===== src/rtl/actr_pkg.sv =====
// ----------------------------------------------------------------------------
// actr_pkg
// shared types, constants and aes helper functions
// ----------------------------------------------------------------------------
package actr_pkg;

  localparam int unsigned BlockW = 128;
  localparam int unsigned WordW  = 64;
  localparam int unsigned Rounds = 10;

  typedef enum logic [0:0] {
    FUNC_ENC = 1'b0,
    FUNC_DEC = 1'b1
  } func_e;

  typedef enum logic [0:0] {
    REG_KEY_HIGH = 1'b0,
    REG_KEY_LOW  = 1'b1
  } reg_idx_e;

  typedef enum logic [2:0] {
    ST_IDLE,
    ST_KEYEXP,
    ST_IV,
    ST_ROUND,
    ST_OUT
  } state_e;

  // controller to datapath
  typedef struct packed {
    logic load_in;     // capture request, start block
    logic key_start;   // load round-0 key from key registers
    logic key_step;    // one key expansion step
    logic iv_emit;     // load zero iv block in output register
    logic ctr_load;    // decrypt start: counter takes data
    logic ctr_clear;   // encrypt start: counter cleared
    logic aes_start;   // increment counter, add round key 0
    logic aes_round;   // one aes round
    logic res_emit;    // result into output register
  } ctrl_t;

  // datapath to controller
  typedef struct packed {
    logic out_busy;    // output register holds a result not yet taken
    logic key_done;    // key schedule complete
    logic round_last;  // final round in progress
  } stat_t;

  function automatic logic [7:0] sbox(input logic [7:0] x);
    logic [7:0] t [256];
    t = '{
      8'h63,8'h7c,8'h77,8'h7b,8'hf2,8'h6b,8'h6f,8'hc5,8'h30,8'h01,8'h67,8'h2b,8'hfe,8'hd7,8'hab,8'h76,
      8'hca,8'h82,8'hc9,8'h7d,8'hfa,8'h59,8'h47,8'hf0,8'had,8'hd4,8'ha2,8'haf,8'h9c,8'ha4,8'h72,8'hc0,
      8'hb7,8'hfd,8'h93,8'h26,8'h36,8'h3f,8'hf7,8'hcc,8'h34,8'ha5,8'he5,8'hf1,8'h71,8'hd8,8'h31,8'h15,
      8'h04,8'hc7,8'h23,8'hc3,8'h18,8'h96,8'h05,8'h9a,8'h07,8'h12,8'h80,8'he2,8'heb,8'h27,8'hb2,8'h75,
      8'h09,8'h83,8'h2c,8'h1a,8'h1b,8'h6e,8'h5a,8'ha0,8'h52,8'h3b,8'hd6,8'hb3,8'h29,8'he3,8'h2f,8'h84,
      8'h53,8'hd1,8'h00,8'hed,8'h20,8'hfc,8'hb1,8'h5b,8'h6a,8'hcb,8'hbe,8'h39,8'h4a,8'h4c,8'h58,8'hcf,
      8'hd0,8'hef,8'haa,8'hfb,8'h43,8'h4d,8'h33,8'h85,8'h45,8'hf9,8'h02,8'h7f,8'h50,8'h3c,8'h9f,8'ha8,
      8'h51,8'ha3,8'h40,8'h8f,8'h92,8'h9d,8'h38,8'hf5,8'hbc,8'hb6,8'hda,8'h21,8'h10,8'hff,8'hf3,8'hd2,
      8'hcd,8'h0c,8'h13,8'hec,8'h5f,8'h97,8'h44,8'h17,8'hc4,8'ha7,8'h7e,8'h3d,8'h64,8'h5d,8'h19,8'h73,
      8'h60,8'h81,8'h4f,8'hdc,8'h22,8'h2a,8'h90,8'h88,8'h46,8'hee,8'hb8,8'h14,8'hde,8'h5e,8'h0b,8'hdb,
      8'he0,8'h32,8'h3a,8'h0a,8'h49,8'h06,8'h24,8'h5c,8'hc2,8'hd3,8'hac,8'h62,8'h91,8'h95,8'he4,8'h79,
      8'he7,8'hc8,8'h37,8'h6d,8'h8d,8'hd5,8'h4e,8'ha9,8'h6c,8'h56,8'hf4,8'hea,8'h65,8'h7a,8'hae,8'h08,
      8'hba,8'h78,8'h25,8'h2e,8'h1c,8'ha6,8'hb4,8'hc6,8'he8,8'hdd,8'h74,8'h1f,8'h4b,8'hbd,8'h8b,8'h8a,
      8'h70,8'h3e,8'hb5,8'h66,8'h48,8'h03,8'hf6,8'h0e,8'h61,8'h35,8'h57,8'hb9,8'h86,8'hc1,8'h1d,8'h9e,
      8'he1,8'hf8,8'h98,8'h11,8'h69,8'hd9,8'h8e,8'h94,8'h9b,8'h1e,8'h87,8'he9,8'hce,8'h55,8'h28,8'hdf,
      8'h8c,8'ha1,8'h89,8'h0d,8'hbf,8'he6,8'h42,8'h68,8'h41,8'h99,8'h2d,8'h0f,8'hb0,8'h54,8'hbb,8'h16
    };
    return t[x];
  endfunction

  function automatic logic [7:0] xtime(input logic [7:0] x);
    return {x[6:0], 1'b0} ^ (x[7] ? 8'h1b : 8'h00);
  endfunction

  function automatic logic [31:0] sub_word(input logic [31:0] w);
    return {sbox(w[31:24]), sbox(w[23:16]), sbox(w[15:8]), sbox(w[7:0])};
  endfunction

  // next round key; rc is the round constant
  function automatic logic [127:0] key_next(input logic [127:0] k, input logic [7:0] rc);
    logic [31:0] w0, w1, w2, w3, t;
    t  = sub_word({k[23:0], k[31:24]}) ^ {rc, 24'h0};
    w0 = k[127:96] ^ t;
    w1 = k[95:64] ^ w0;
    w2 = k[63:32] ^ w1;
    w3 = k[31:0] ^ w2;
    return {w0, w1, w2, w3};
  endfunction

  // one aes round without key addition; byte 0 in bits 127:120
  function automatic logic [127:0] aes_round(input logic [127:0] s, input logic last);
    logic [7:0] b [16];
    logic [7:0] t [16];
    logic [7:0] a0, a1, a2, a3, al;
    logic [127:0] r;
    for (int i = 0; i < 16; i++) b[i] = sbox(s[127 - 8*i -: 8]);
    for (int c = 0; c < 4; c++)
      for (int i = 0; i < 4; i++) t[c*4 + i] = b[((c + i) % 4)*4 + i];
    if (!last) begin
      for (int c = 0; c < 4; c++) begin
        a0 = t[c*4]; a1 = t[c*4+1]; a2 = t[c*4+2]; a3 = t[c*4+3];
        al = a0 ^ a1 ^ a2 ^ a3;
        t[c*4]   = a0 ^ al ^ xtime(a0 ^ a1);
        t[c*4+1] = a1 ^ al ^ xtime(a1 ^ a2);
        t[c*4+2] = a2 ^ al ^ xtime(a2 ^ a3);
        t[c*4+3] = a3 ^ al ^ xtime(a3 ^ a0);
      end
    end
    for (int i = 0; i < 16; i++) r[127 - 8*i -: 8] = t[i];
    return r;
  endfunction

endpackage


===== src/rtl/actr_ctrl.sv =====
// ----------------------------------------------------------------------------
// actr_ctrl
// sequencer for key schedule, iv block and aes rounds
// ----------------------------------------------------------------------------
module actr_ctrl (
  input  logic             clk_i,
  input  logic             rst_ni,
  input  logic             in_valid_i,
  input  logic             in_func_i,
  input  logic             in_last_i,
  input  logic             key_wr_i,
  input  actr_pkg::stat_t  stat_i,
  output logic             in_ready_o,
  output actr_pkg::ctrl_t  ctrl_o
);

  actr_pkg::state_e state_q, state_d;
  logic in_msg_q, in_msg_d;
  logic key_dirty_q, key_dirty_d;
  logic accept;

  assign in_ready_o = (state_q == actr_pkg::ST_IDLE) && !key_dirty_q;
  assign accept     = in_valid_i && in_ready_o;

  always_comb begin
    state_d = state_q;
    unique case (state_q)
      actr_pkg::ST_IDLE: begin
        if (key_dirty_q) begin
          state_d = actr_pkg::ST_KEYEXP;
        end else if (accept) begin
          if (in_func_i == actr_pkg::FUNC_DEC) begin
            state_d = in_msg_q ? actr_pkg::ST_ROUND : actr_pkg::ST_IDLE;
          end else begin
            state_d = in_msg_q ? actr_pkg::ST_ROUND : actr_pkg::ST_IV;
          end
        end
      end
      actr_pkg::ST_KEYEXP: if (stat_i.key_done) state_d = actr_pkg::ST_IDLE;
      actr_pkg::ST_IV:     if (!stat_i.out_busy) state_d = actr_pkg::ST_ROUND;
      actr_pkg::ST_ROUND:  if (stat_i.round_last) state_d = actr_pkg::ST_OUT;
      actr_pkg::ST_OUT:    if (!stat_i.out_busy) state_d = actr_pkg::ST_IDLE;
      default:             state_d = actr_pkg::ST_IDLE;
    endcase
  end

  always_comb begin
    ctrl_o = '0;
    ctrl_o.load_in = accept;
    unique case (state_q)
      actr_pkg::ST_IDLE: begin
        ctrl_o.key_start = key_dirty_q;
        if (accept) begin
          ctrl_o.ctr_load  = !in_msg_q && (in_func_i == actr_pkg::FUNC_DEC);
          ctrl_o.ctr_clear = !in_msg_q && (in_func_i == actr_pkg::FUNC_ENC);
          ctrl_o.aes_start = in_msg_q;
        end
      end
      actr_pkg::ST_KEYEXP: ctrl_o.key_step = 1'b1;
      actr_pkg::ST_IV: begin
        ctrl_o.iv_emit   = !stat_i.out_busy;
        ctrl_o.aes_start = !stat_i.out_busy;
      end
      actr_pkg::ST_ROUND:  ctrl_o.aes_round = 1'b1;
      actr_pkg::ST_OUT:    ctrl_o.res_emit = !stat_i.out_busy;
      default: ;
    endcase
  end

  always_comb begin
    in_msg_d = in_msg_q;
    if (accept) begin
      in_msg_d = !in_last_i;
    end
    key_dirty_d = key_wr_i ? 1'b1 : (ctrl_o.key_start ? 1'b0 : key_dirty_q);
  end

  always_ff @(posedge clk_i or negedge rst_ni) begin
    if (!rst_ni) begin
      state_q     <= actr_pkg::ST_IDLE;
      in_msg_q    <= 1'b0;
      key_dirty_q <= 1'b1;
    end else begin
      state_q     <= state_d;
      in_msg_q    <= in_msg_d;
      key_dirty_q <= key_dirty_d;
    end
  end

  // a block never starts while the key schedule is stale
  assert property (@(posedge clk_i) disable iff (!rst_ni)
    accept |-> !key_dirty_q)
    else $error("block accepted with stale key schedule");

  // decrypt start consumes no rounds
  assert property (@(posedge clk_i) disable iff (!rst_ni)
    ctrl_o.ctr_load |=> state_q == actr_pkg::ST_IDLE)
    else $error("counter load left idle");

  // rounds always end in the output state
  assert property (@(posedge clk_i) disable iff (!rst_ni)
    (state_q == actr_pkg::ST_ROUND && stat_i.round_last) |=> state_q == actr_pkg::ST_OUT)
    else $error("round sequence did not end in output");

  // last block of a message closes it
  assert property (@(posedge clk_i) disable iff (!rst_ni)
    (accept && in_last_i) |=> !in_msg_q)
    else $error("message still open after last block");

endmodule


===== config.mk =====
export PLATFORM = sky130hd
export DESIGN_NAME = actr_ctrl
export DESIGN_NICKNAME = d
export VERILOG_FILES = /design/src/rtl/actr_pkg.sv /design/src/rtl/actr_ctrl.sv
export SDC_FILE = /design/constraint.sdc
export NUM_CORES = 1
export LEC_CHECK = 0
export BUFFER_PORTS_ARGS = -buffer_cell sky130_fd_sc_hd__buf_4
export CAP_MARGIN = 0
export CORE_AREA = 2 2 39 41
export CTS_BUF_LIST = sky130_fd_sc_hd__clkbuf_8 sky130_fd_sc_hd__clkbuf_16
export CTS_CLUSTER_SIZE = 14
export DETAILED_ROUTE_END_ITERATION = 10
export DIE_AREA = 0 0 41 43
export PLACE_DENSITY = 0.53
export SETUP_SLACK_MARGIN = 0.5
export SLEW_MARGIN = 20
export SYNTH_ARGS = -nofsm -noshare
export SYNTH_HDL_FRONTEND = slang
export SYNTH_SLANG_ARGS = --single-unit
export TNS_END_PERCENT = 10

===== constraint.sdc =====
create_clock -name clk_i -period 2.5 [get_ports clk_i]
set_input_delay 0.25 -clock clk_i [delete_from_list [all_inputs] [get_ports clk_i]]
set_output_delay 0.25 -clock clk_i [all_outputs]
set_load 0.05 [all_outputs]

Yosys cells after proc, flatten, opt, wreduce, memory -nomap -nowiden
Cells that the tools add are included.

Bits in registers: 5. Bits of input ports: 9. Output and inout bits: 10. Word-level logic and storage cells: 44.

Equality and inequality tests: 9. Mux-type cells: 20. Bitwise operators: 1. Reductions and logical operators: 11.

Operator list (number): 3-bit 2-to-1 mux (7); 3-bit case mux with 5 select lines (1); 1-bit 2-to-1 mux (8); 2-bit != test (second input constant) (4); 3-bit by 2-bit == test with 1-bit output (second input constant) (2); 2-bit 2-to-1 mux (3); 5-bit AND reduction (1); 1-bit logical AND (4); 1-bit logical NOT (4); 3-bit by 1-bit == test with 1-bit output (second input constant) (1); 3-bit == test (second input constant) (1); 3-bit logical NOT (1); 3-bit != test (second input constant) (1); 1-bit case mux with 2 select lines (1); 2-bit nonzero test (1); 1-bit inverter (1).

Logic depth before layout (Yosys ltp)
Gate-level depths: netlist of the first run.

Depth after elaboration: 6. Depth in mapped cells: 5. Depth with buffers taken out: 4.

Worst setup path before layout of the first run
No wires, ideal clock.

Kind: flip-flop to flip-flop. From: register state_q[1]. To: register state_q[2]. Arrival: 2.698 ns. Required time: 2.378 ns. Setup slack: -0.320 ns. Cell stages (with the launch flop): 5. Buffers on the path: 1. Clock period less this slack: 2.820 ns. Path through: dfrtp_1 > buf_6 > nor4_1 > a32oi_1 > a32o_1.

Word-level cells in the longest chain between the ends: 5. Elaborated cells on any way between the ends: 14. Classes of those cells: eq/ne (9); mux (1); reduce/logical (4).

RTL lines: from (decl) (line actr_ctrl.sv:17) `actr_pkg::state_e state_q, state_d;`; from (signal assigned) (line actr_ctrl.sv:80) `state_q <= actr_pkg::ST_IDLE;`; from (signal assigned) (line actr_ctrl.sv:84) `state_q <= state_d;`; 3-bit logical NOT (line actr_ctrl.sv:22) `assign in_ready_o = (state_q == actr_pkg::ST_IDLE) && !key_dirty_q;`; 1-bit logical AND (line actr_ctrl.sv:22); net in_ready_o (line actr_ctrl.sv:13) `output logic in_ready_o,`; 1-bit logical AND (line actr_ctrl.sv:23) `assign accept = in_valid_i && in_ready_o;`; 3-bit != test (no source line); 5-bit AND reduction (no source line).

The timed path passes the listed nets, and every way through them passes these cells. A chain may end at the register's enable or synchronous reset.

==> results of run 1 <==
[worst paths after layout]
check	end	cells past startpoint	start	slack, ns
setup / recovery	ctrl_o[4]	5	state_q[0]	0.50
hold / removal	key_dirty_q	2	key_wr_i	0.22
setup reg to reg	state_q[1]	5	state_q[1]	1.06
hold reg to reg	key_dirty_q	1	key_dirty_q	0.59
max in group asynchronous	key_dirty_q	2	rst_ni	1.93
min in group asynchronous	in_msg_q	2	rst_ni	0.38
[state kept, by name, indices dropped and copies added, names as in the netlist]
register     count
state_q          3
in_msg_q         1
key_dirty_q      1
[worst max-delay path: stages, from the launching register on]
cell and delay (ns):
dfrtp_2 0.39, or3_4 0.39, or3_4 0.36, inv_2 0.08, and3_1 0.17, buf_6 0.16
[cells in the final DEF (no fill, tap or decap), drive strengths merged]
cell type | synthesis | routed
clkbuf | 0 | 3
a32oi | 1 | 1
a31oi | 2 | 2
nand2 | 4 | 4
and2 | 1 | 1
dlygate4sd3 | 0 | 1
and3 | 1 | 1
nor2 | 2 | 2
dfstp | 1 | 1
nor3b | 2 | 2
inv | 5 | 6
mux2i | 1 | 1
nor2b | 2 | 2
nor3 | 3 | 3
a21o | 2 | 2
xor2 | 1 | 1
o21ai | 1 | 1
dfrtp | 4 | 4
or2 | 1 | 1
a32o | 1 | 1
a21oi | 1 | 1
buf | 2 | 22
nor4 | 1 | 1
or3 | 2 | 2
[metrics by stage]
step	util [%]	setup WS (ns)
2_1_floorplan	-	0.419
5_1_grt	44.0	0.447
4_1_cts	43.5	0.497
3_3_place_gp	37.3	0.583
6_report	44.0	0.495
3_5_place_dp	37.3	0.576
[cells in the mapped netlist]
cell type	number
mux2i_1	1
a32o_1	1
nor3b_1	2
buf_4	1
inv_2	1
and3_1	1
nor4_1	1
and2_2	1
dfrtp_1	4
dfstp_2	1
nor2b_1	2
xor2_1	1
buf_6	1
or3_4	2
inv_1	4
a32oi_1	1
o21ai_0	1
a21oi_1	1
a21o_2	2
or2_2	1
nand2_1	4
a31oi_1	2
nor3_1	3
nor2_1	2
[what timing repair did]
item	CTS	global route
buffers inserted	3	1
setup endpoints to repair	4	2
hold endpoints to repair	5	0
hold buffers	1	0
resized for setup	4	0
[power by group through the flow]
stage	clock, µW	sequential (µW)	combinational, µW
after floorplan	0	162	346
after global placement	0	188	423
after detailed placement	0	185	421
after CTS	149	155	485
after global routing	155	160	518
final	142	156	486
[metal layers]
metal  vias to the layer above  GRT usage [%]  part of all wire, %  wire (µm)
met3                         0           6.28                  7.3         64
met4                         0           4.00                    0          0
li1                        192              -                    -          -
met2                        11           16.6                   51        442
met5                         -              0                    0          0
met1                       164           13.7                   42        368
[cells by family (layout without fill, tap and decap cells)]
group	after synthesis	count (layout)	synth area share, %
mux	1	1	2.82
simple gates	19	19	32.0
buf+inv	7	32	10.6
flops	5	5	35.6
compound gates	8	8	16.5
xor+xnor	1	1	2.47
[layout make-up]
class	count	area share, %
Clock buffer	3	6.78
Timing Repair Buffer	23	29.4
Inverter	5	3.08
Tap cell	16	3.29
Multi-Input combinational cell	29	35.5
Sequential cell	5	21.4
Clock inverter	1	0.616
==> summary.md, run 1 <==
| Metric | Value |
|---|---|
| Clock root buffer | `clkbuf_8` |
| Initial antenna violation count | `0` |
| Vias in the first global route | `approximately 320` |
| Post-DP HPWL | `between 600 and 700 µm` |
| Total core area | `between 0.001 and 0.0015 mm²` |
| Dpl cell area | `approximately 520 µm²` |
| Buffers on Ports | `18` |
| Die width | `41 µm` |
| Clock Sinks | `5` |
| Max_cap viols | `0` |
| Status | `finished clean` |
| NetSw | `between 300 and 400 µW` |
| Std-Cell Rows | `14` |
| Synth unique cells | `24` |
| Area occupied by multi-input gates | `between 200 and 250 µm²` |
| CP Max Fanout | `4` |
| Max Freq | `499 MHz` |
| Pleak | `about 0.00031 µW` |
| Logic pwr share | `around 62%` |
| Reg clk slew, reported paths | `approximately 0.040 ns` |
| Cell Area, Synth | `roughly 360 µm²` |
| Via density | `4.48` |
| Ant. Diodes | `0` |
| Max-slew violations | `0` |
| Synth area leader | `dfrtp_1` |
| Post-synthesis net count | `50` |
| Synthesis Warnings | `0` |
| Syn Inst Count | `~40` |
| First-pass GRT wire length | `~1300 µm` |
| Critical path class | `reg -> out` |
| Sequential power share | `between 15 and 20%` |
| Register Area | `around 130 µm²` |
| Sequential element share of the synthesized area | `between 30% and 40%` |
| H-tree Lvls | `1` |
| Routed Antenna Nets | `0` |
| Largest net degree at the start of global routing | `10` |
| # IOs | `19` |
| Worst hold slack | `approximately 0.22 ns` |
| DR vias | `367` |
| GPL Wtd Cong | `~0.72` |
| Cell count after placement | `73` |
| CTS tree | `yes` |
| Area growth, synth to finish | `71.5%` |
| TritonRoute pass-1 iters | `4` |
| TNS Setup | `0 ns` |
| DRC | `0` |
| Tmin final | `2.00 ns` |
| Layout cell share with drive strength beyond 1 | `between 50% and 60%` |
| DRT iter0 DRCs | `2` |
| Max Buffers Root-to-Sink | `2` |
| Die area | `between 0.0015 and 0.002 mm²` |
| Worst setup SP type | `flop` |
| Sw Share | `47.2%` |
| NumNets Final | `76` |
| Average wire per standard cell | `about 11 µm` |
| Synth area leaders | `dfrtp_1 (28%), dfstp_2 (7.4%), or3_4 (6.3%)` |
| Area fraction of the dominant cell type after synthesis | `between 20 and 30%` |
| Avg Inst Size Synth | `8.67 µm²` |
| Internal | `around 410 µW` |
| GR Util All Layers | `~11%` |
| Clock power share | `~18%` |
| Power Density | `1290 mW/mm²` |
| Unrepaired setup endpoints after global routing | `true` |
| Filler cells | `roughly 150` |
| Slew headroom | `roughly three quarters` |
| Arrival @ worst endpoint | `between 1.5 and 2 ns` |
| Setup-failing EPs final | `0` |
| CP endpoint kind | `output pin` |
| Final period utilization | `80.2%` |
| Total power | `784 µW` |
| Initial Util | `about 26%` |
| Critical path required time | `between 2 and 2.5 ns` |
| Total CTS buffers | `3` |
| Slew @ Worst Pin | `around 0.38 ns` |
| Max VDD drop | `around 0.48 mV` |
| Non-filler instance count after layout | `82` |
| Global route overflow | `0` |
| Clock latency on the worst-skew pair | `roughly 0.22 ns` |
| Total Wirelength | `approximately 880 µm` |
| Final Cell Area | `about 610 µm²` |
| HP Class | `in -> reg` |
| Final hold vios | `0` |
| Yosys reg bits | `5` |
| Worst Clk Skew | `~0.0037 ns` |
| Die height | `roughly 43 µm` |
(Power assumes the default switching activity.)
==> inputs of run 2 (changes only) <==
--- a/config.mk
+++ b/config.mk
@@ -12,7 +12,7 @@
 export CTS_CLUSTER_SIZE = 14
 export DETAILED_ROUTE_END_ITERATION = 10
 export DIE_AREA = 0 0 41 43
-export PLACE_DENSITY = 0.53
+export PLACE_DENSITY = 0.55
 export SETUP_SLACK_MARGIN = 0.5
 export SLEW_MARGIN = 20
 export SYNTH_ARGS = -nofsm -noshare
==> constraint.sdc (replaced) <==
create_clock -name clk_i -period 1.62 [get_ports clk_i]
set_input_delay 0.162 -clock clk_i [delete_from_list [all_inputs] [get_ports clk_i]]
set_output_delay 0.162 -clock clk_i [all_outputs]
set_load 0.05 [all_outputs]
==> summary.md, run 2 (same netlist as run 1, synthesis figures left out) <==
| Metric | Value |
|---|---|
| Status | `finished, violations left` |
| Failing checks | `setup timing` |
| Post-CTS Setup Bufs | `0` |
| Largest net degree at the start of global routing | `10` |
| Clock root buffer | `clkbuf_8` |
| Average wire per standard cell | `between 10 and 15 µm` |
| Filler cells | `around 140` |
| Ant. Diodes | `0` |
| Max Buffers Root-to-Sink | `2` |
| DRC | `0` |
| Clock Sinks | `5` |
| Die width | `about 40 µm` |
| Final hold vios | `0` |
| Worst setup SP type | `flop` |
| Setup-failing EPs final | `4` |
| HP Class | `in -> reg` |
| Pleak | `0.000343 µW` |
| Final Cell Area | `around 700 µm²` |
| CP Max Fanout | `3` |
| Total power | `roughly 1400 µW` |
| Routed Antenna Nets | `0` |
| Worst path depth | `5` |
| Clock latency on the worst-skew pair | `between 0.2 and 0.25 ns` |
| First-pass GRT wire length | `roughly 1300 µm` |
| Slew @ Worst Pin | `about 0.27 ns` |
| Total CTS buffers | `3` |
| Via density | `4.58` |
| Die height | `43 µm` |
| Initial antenna violation count | `0` |
| Area growth, synth to finish | `96.8%` |
| Final period utilization | `118%` |
| Dpl cell area | `approximately 570 µm²` |
| Max-slew violations | `0` |
| Total core area | `roughly 0.0014 mm²` |
| DP Worst Slack | `-0.0867 ns` |
| Global route overflow | `0` |
| Post-DP HPWL | `approximately 690 µm` |
| FF-to-FF Start | `state_q[0]` |
| Tmin final | `~1.9 ns` |
| Arrival @ worst endpoint | `around 1.8 ns` |
| GR Util All Layers | `a little under an eighth` |
| Layout cell share with drive strength beyond 1 | `64.2%` |
| Fin util | `50.5%` |
| Max Freq | `between 500 and 600 MHz` |
| Die area | `between 0.0015 and 0.002 mm²` |
| Max_cap viols | `0` |
| Worst setup path endpoint | `ctrl_o[4]` |
| Unrepaired setup endpoints after global routing | `true` |
| Most frequent CP cell | `or3_4` |
| WP buf/inv | `2` |
| Slew headroom | `approximately 82%` |
| Crit path from | `state_q[0]` |
| H-tree Lvls | `1` |
| Worst Clk Skew | `0.00192 ns` |
| DRT iter0 DRCs | `3` |
| Reg2Reg Setup Slack | `0.11 ns` |
| Initial Util | `25.7%` |
| DR vias | `380` |
| Critical-path cell list | `or3_4, or3_4, inv_2, and3_2, buf_6` |
| Top flop regs | `state_q x3, in_msg_q x1, key_dirty_q x1` |
| Total Wirelength | `869 µm` |
| Power Density | `1960 mW/mm²` |
| # IOs | `19` |
| CTS tree | `yes` |
| Most frequent cells in the layout | `buf_4 (13), buf_6 (7), inv_1 (5)` |
| Flip-flop count of the largest register after layout | `3` |
| CP endpoint kind | `output pin` |
| Worst r2r path cells | `5` |
| TritonRoute pass-1 iters | `4` |
| Reg2reg end | `in_msg_q` |
| Max VDD drop | `slightly below 0.8 mV` |
| Crit path max-delay family | `simple AND/OR/NAND/NOR gates` |
| Vias in the first global route | `between 300 and 400` |
| Std-Cell Rows | `14` |
| Commonest non-fill, non-tap cell in the layout | `buf_4` |
| Worst hold slack | `around 0.13 ns` |
| GPL Wtd Cong | `approximately 0.71` |
| Final worst slack | `-0.288 ns` |
| NumNets Final | `77` |
| Buffers on Ports | `18` |
| Critical path required time | `1.46 ns` |
| Slowest CP cell | `or3_4` |
| Largest stage delay on the critical path | `approximately 0.4 ns` |
| Reg clk slew, reported paths | `0.04 ns` |
| Critical path class | `reg -> out` |
| Largest Register | `state_q` |
run 2: changes by cell type in the layout (fill, tap and decap cells not counted), moves of 2 or more:
cell,delta
buf_4,-8
buf_6,+6
buf_8,+3
dfrtp_1,+3
dfrtp_2,-3
nor2b_1,-2
nor2b_2,+2
run 2: worst min-delay path by stage:
| stage | from | endpoint | slack (ns) | depth (start not counted) |
|---|---|---|---|---|
| CTS | key_wr_i | key_dirty_q | 0.13 | 2 |
| global route | in_last_i | in_msg_q | 0.13 | 2 |
| floorplan | rst_ni | in_msg_q | -0.13 | 0 |
| global placement | rst_ni | state_q[2] | -0.04 | 1 |
| finish | key_wr_i | key_dirty_q | 0.13 | 2 |
| detailed placement | rst_ni | state_q[2] | -0.03 | 1 |
run 2: cell type report:
cell class / count / area [µm²] / share of cell area (%)
clock inverter: 1 / 3.75 / 0.537
timing repair buffer: 24 / 231 / 33.1
tap: 16 / 20.0 / 2.86
inverter: 5 / 18.8 / 2.68
multi-input combinational: 29 / 258 / 36.9
clock buffer: 3 / 41.3 / 5.90
sequential: 5 / 126 / 18.1
run 2: worst register-to-register path, cell delays in order, from the launching register on:
cell     delay (ns)
dfrtp_1        0.37
or3_4          0.39
or3_4          0.37
buf_4          0.15
nand2_1        0.05
o21ai_1        0.07
run 2: power by group:
group | switching [µW] | total [µW] | internal, µW | leakage (µW)
clock | 55.6 | 218 | 162 | 0.0000269
sequential | 57.0 | 240 | 183 | 0.0000617
combinational | 517 | 916 | 399 | 0.000255
run 2: timing repair:
action,in CTS,in global routing
pin swaps,9,8
cloned,0,0
endpoints found under the setup margin,15,15
hold buffers,1,0
gates resized for setup,18,3
endpoints found under the hold margin,5,0
run 2: layer usage:
metal | share of wire, % | up-vias | GRT usage, %
met1 | 44 | 173 | 14.1
met5 | 0 | - | 0
li1 | - | 194 | -
met4 | 1.5 | 0 | 6.00
met2 | 48 | 11 | 17.2
met3 | 6.1 | 2 | 3.14
run 2: metrics by stage:
stage          std cells  TNS [ns]
2_1_floorplan         41    -0.968
3_3_place_gp          78   -0.0604
3_5_place_dp          78    -0.117
4_1_cts               83    -0.884
5_1_grt               83     -1.03
6_report              83    -0.847
==> inputs of run 3 (changes only) <==
--- a/config.mk
+++ b/config.mk
@@ -13,6 +13,7 @@
 export DETAILED_ROUTE_END_ITERATION = 10
 export DIE_AREA = 0 0 41 43
 export PLACE_DENSITY = 0.55
+export RECOVER_POWER = 25
 export SETUP_SLACK_MARGIN = 0.5
 export SLEW_MARGIN = 20
 export SYNTH_ARGS = -nofsm -noshare
==> summary.md, run 3 (same netlist as run 1, synthesis figures left out) <==
| Metric | Value |
|---|---|
| DR vias | `about 380` |
| Commonest non-fill, non-tap cell in the layout | `buf_4` |
| Initial antenna violation count | `0` |
| Clock latency on the worst-skew pair | `about 0.22 ns` |
| Clock root buffer | `clkbuf_8` |
| HP Class | `in -> reg` |
| DRT iter0 DRCs | `3` |
| Final period utilization | `118%` |
| Std-Cell Rows | `14` |
| Setup-failing EPs final | `4` |
| Ant. Diodes | `0` |
| Failing checks | `setup timing` |
| M2 GR Usage | `between 10% and 20%` |
| GR peak layer | `met2` |
| Vias in the first global route | `340` |
| Arrival @ worst endpoint | `between 1.5 and 2 ns` |
| Reg clk slew, reported paths | `about 0.040 ns` |
| Most frequent cells in the layout | `buf_4 (12), buf_6 (7), inv_1 (5)` |
| H-tree Lvls | `1` |
| Total power | `approximately 1400 µW` |
| Largest net degree at the start of global routing | `10` |
| CP Max Fanout | `3` |
| # IOs | `19` |
| Tmin final | `roughly 1.9 ns` |
| Pleak | `between 0.0003 and 0.0004 µW` |
| Slew @ Worst Pin | `about 0.27 ns` |
| Worst setup SP type | `flop` |
| Critical path class | `reg -> out` |
| Power Density | `about 2000 mW/mm²` |
| Met3 capacity usage during global routing | `roughly 3.1%` |
| Post-DP HPWL | `between 600 and 700 µm` |
| Via density | `~4.6` |
| Final worst slack | `-0.288 ns` |
| Max Freq | `between 500 and 600 MHz` |
| Fin util | `50.3%` |
| Area growth, synth to finish | `95.8%` |
| Top flop regs | `state_q x3, in_msg_q x1, key_dirty_q x1` |
| Worst Clk Skew | `approximately 0.0019 ns` |
| Max_cap viols | `0` |
| TritonRoute pass-1 iters | `4` |
| Total core area | `~0.0014 mm²` |
| Clock Sinks | `5` |
| GPL Wtd Cong | `about 0.71` |
| Initial Util | `between 20% and 30%` |
| Max Buffers Root-to-Sink | `2` |
| CTS tree | `yes` |
| Flip-flop count of the largest register after layout | `3` |
| CP endpoint kind | `output pin` |
| Routed Antenna Nets | `0` |
| GR Util All Layers | `approximately 11%` |
| Global route overflow | `0` |
| Unrepaired setup endpoints after global routing | `true` |
| Status | `finished, violations left` |
| Average wire per standard cell | `10.4 µm` |
| Buffers on Ports | `18` |
| Die width | `a little over 40 µm` |
| Largest Register | `state_q` |
| Max VDD drop | `0.771 mV` |
| DRC | `0` |
| GR Util met1 | `14.1%` |
| Total CTS buffers | `3` |
| Layout cell share with drive strength beyond 1 | `between 60% and 70%` |
| First-pass GRT wire length | `roughly 1300 µm` |
| Die area | `0.00176 mm²` |
| NumNets Final | `77` |
| Die height | `between 40 and 50 µm` |
| Slew headroom | `82.1%` |
| Max-slew violations | `0` |
| Final hold vios | `0` |
| Critical path required time | `1.46 ns` |
| Total Wirelength | `slightly below 900 µm` |
[run 3: worst max-delay path: stages (launching register included)]
cell and delay (ns):
dfrtp_1 0.37, or3_4 0.39, or3_4 0.37, inv_2 0.08, and3_2 0.18, buf_6 0.15
[run 3: area by class of cell]
| class | instances | area (µm²) |
|---|---|---|
| clock buffer | 3 | 41.3 |
| clock inverter | 1 | 3.75 |
| timing repair buffer | 24 | 228 |
| inverter | 5 | 18.8 |
| tap | 16 | 20.0 |
| fill | 135 | 688 |
| sequential | 5 | 126 |
| multi-input combinational | 29 | 258 |
[run 3: timing repair]
item,CTS,global route
endpoints found under the hold margin,5,0
hold buffers,1,0
cloned,0,0
gates resized for setup,18,3
buffers inserted,0,0
pin swaps,9,8
setup endpoints to repair,15,15
[run 3: worst paths after layout]
kind | slack [ns] | end | from | cells after the start
max in group asynchronous | 1.03 | key_dirty_q | rst_ni | 2
min in group asynchronous | 0.32 | state_q[0] | rst_ni | 2
hold reg to reg | 0.59 | key_dirty_q | key_dirty_q | 1
setup reg to reg | 0.11 | in_msg_q | state_q[0] | 5
hold / removal | 0.13 | key_dirty_q | key_wr_i | 2
setup / recovery | -0.29 | ctrl_o[4] | state_q[0] | 5
[run 3: stage by stage]
step                      area [µm²]  instances  hold WS, ns  setup slack, ns  setup TNS, ns
after global placement           568         78      -0.0356          -0.0573        -0.0604
after detailed placement         568         78      -0.0328          -0.0867         -0.117
after CTS                        689         83        0.127           -0.297         -0.884
after floorplan                  394         41       -0.134           -0.182         -0.968
after global routing             696         83        0.134           -0.338          -1.03
final                            696         83        0.127           -0.288         -0.847
[run 3: routing by layer]
layer | wire length (µm) | share of wire [%] | up-vias
met5 | 0 | 0 | -
met4 | 13 | 1.5 | 0
met3 | 53 | 6.1 | 2
met2 | 422 | 49 | 11
met1 | 377 | 44 | 175
li1 | - | - | 194
[run 3: where the power goes]
part	total [µW]	internal [µW]	switching, µW
clock network	218	162	55.6
logic	915	398	517
registers	240	183	57.0
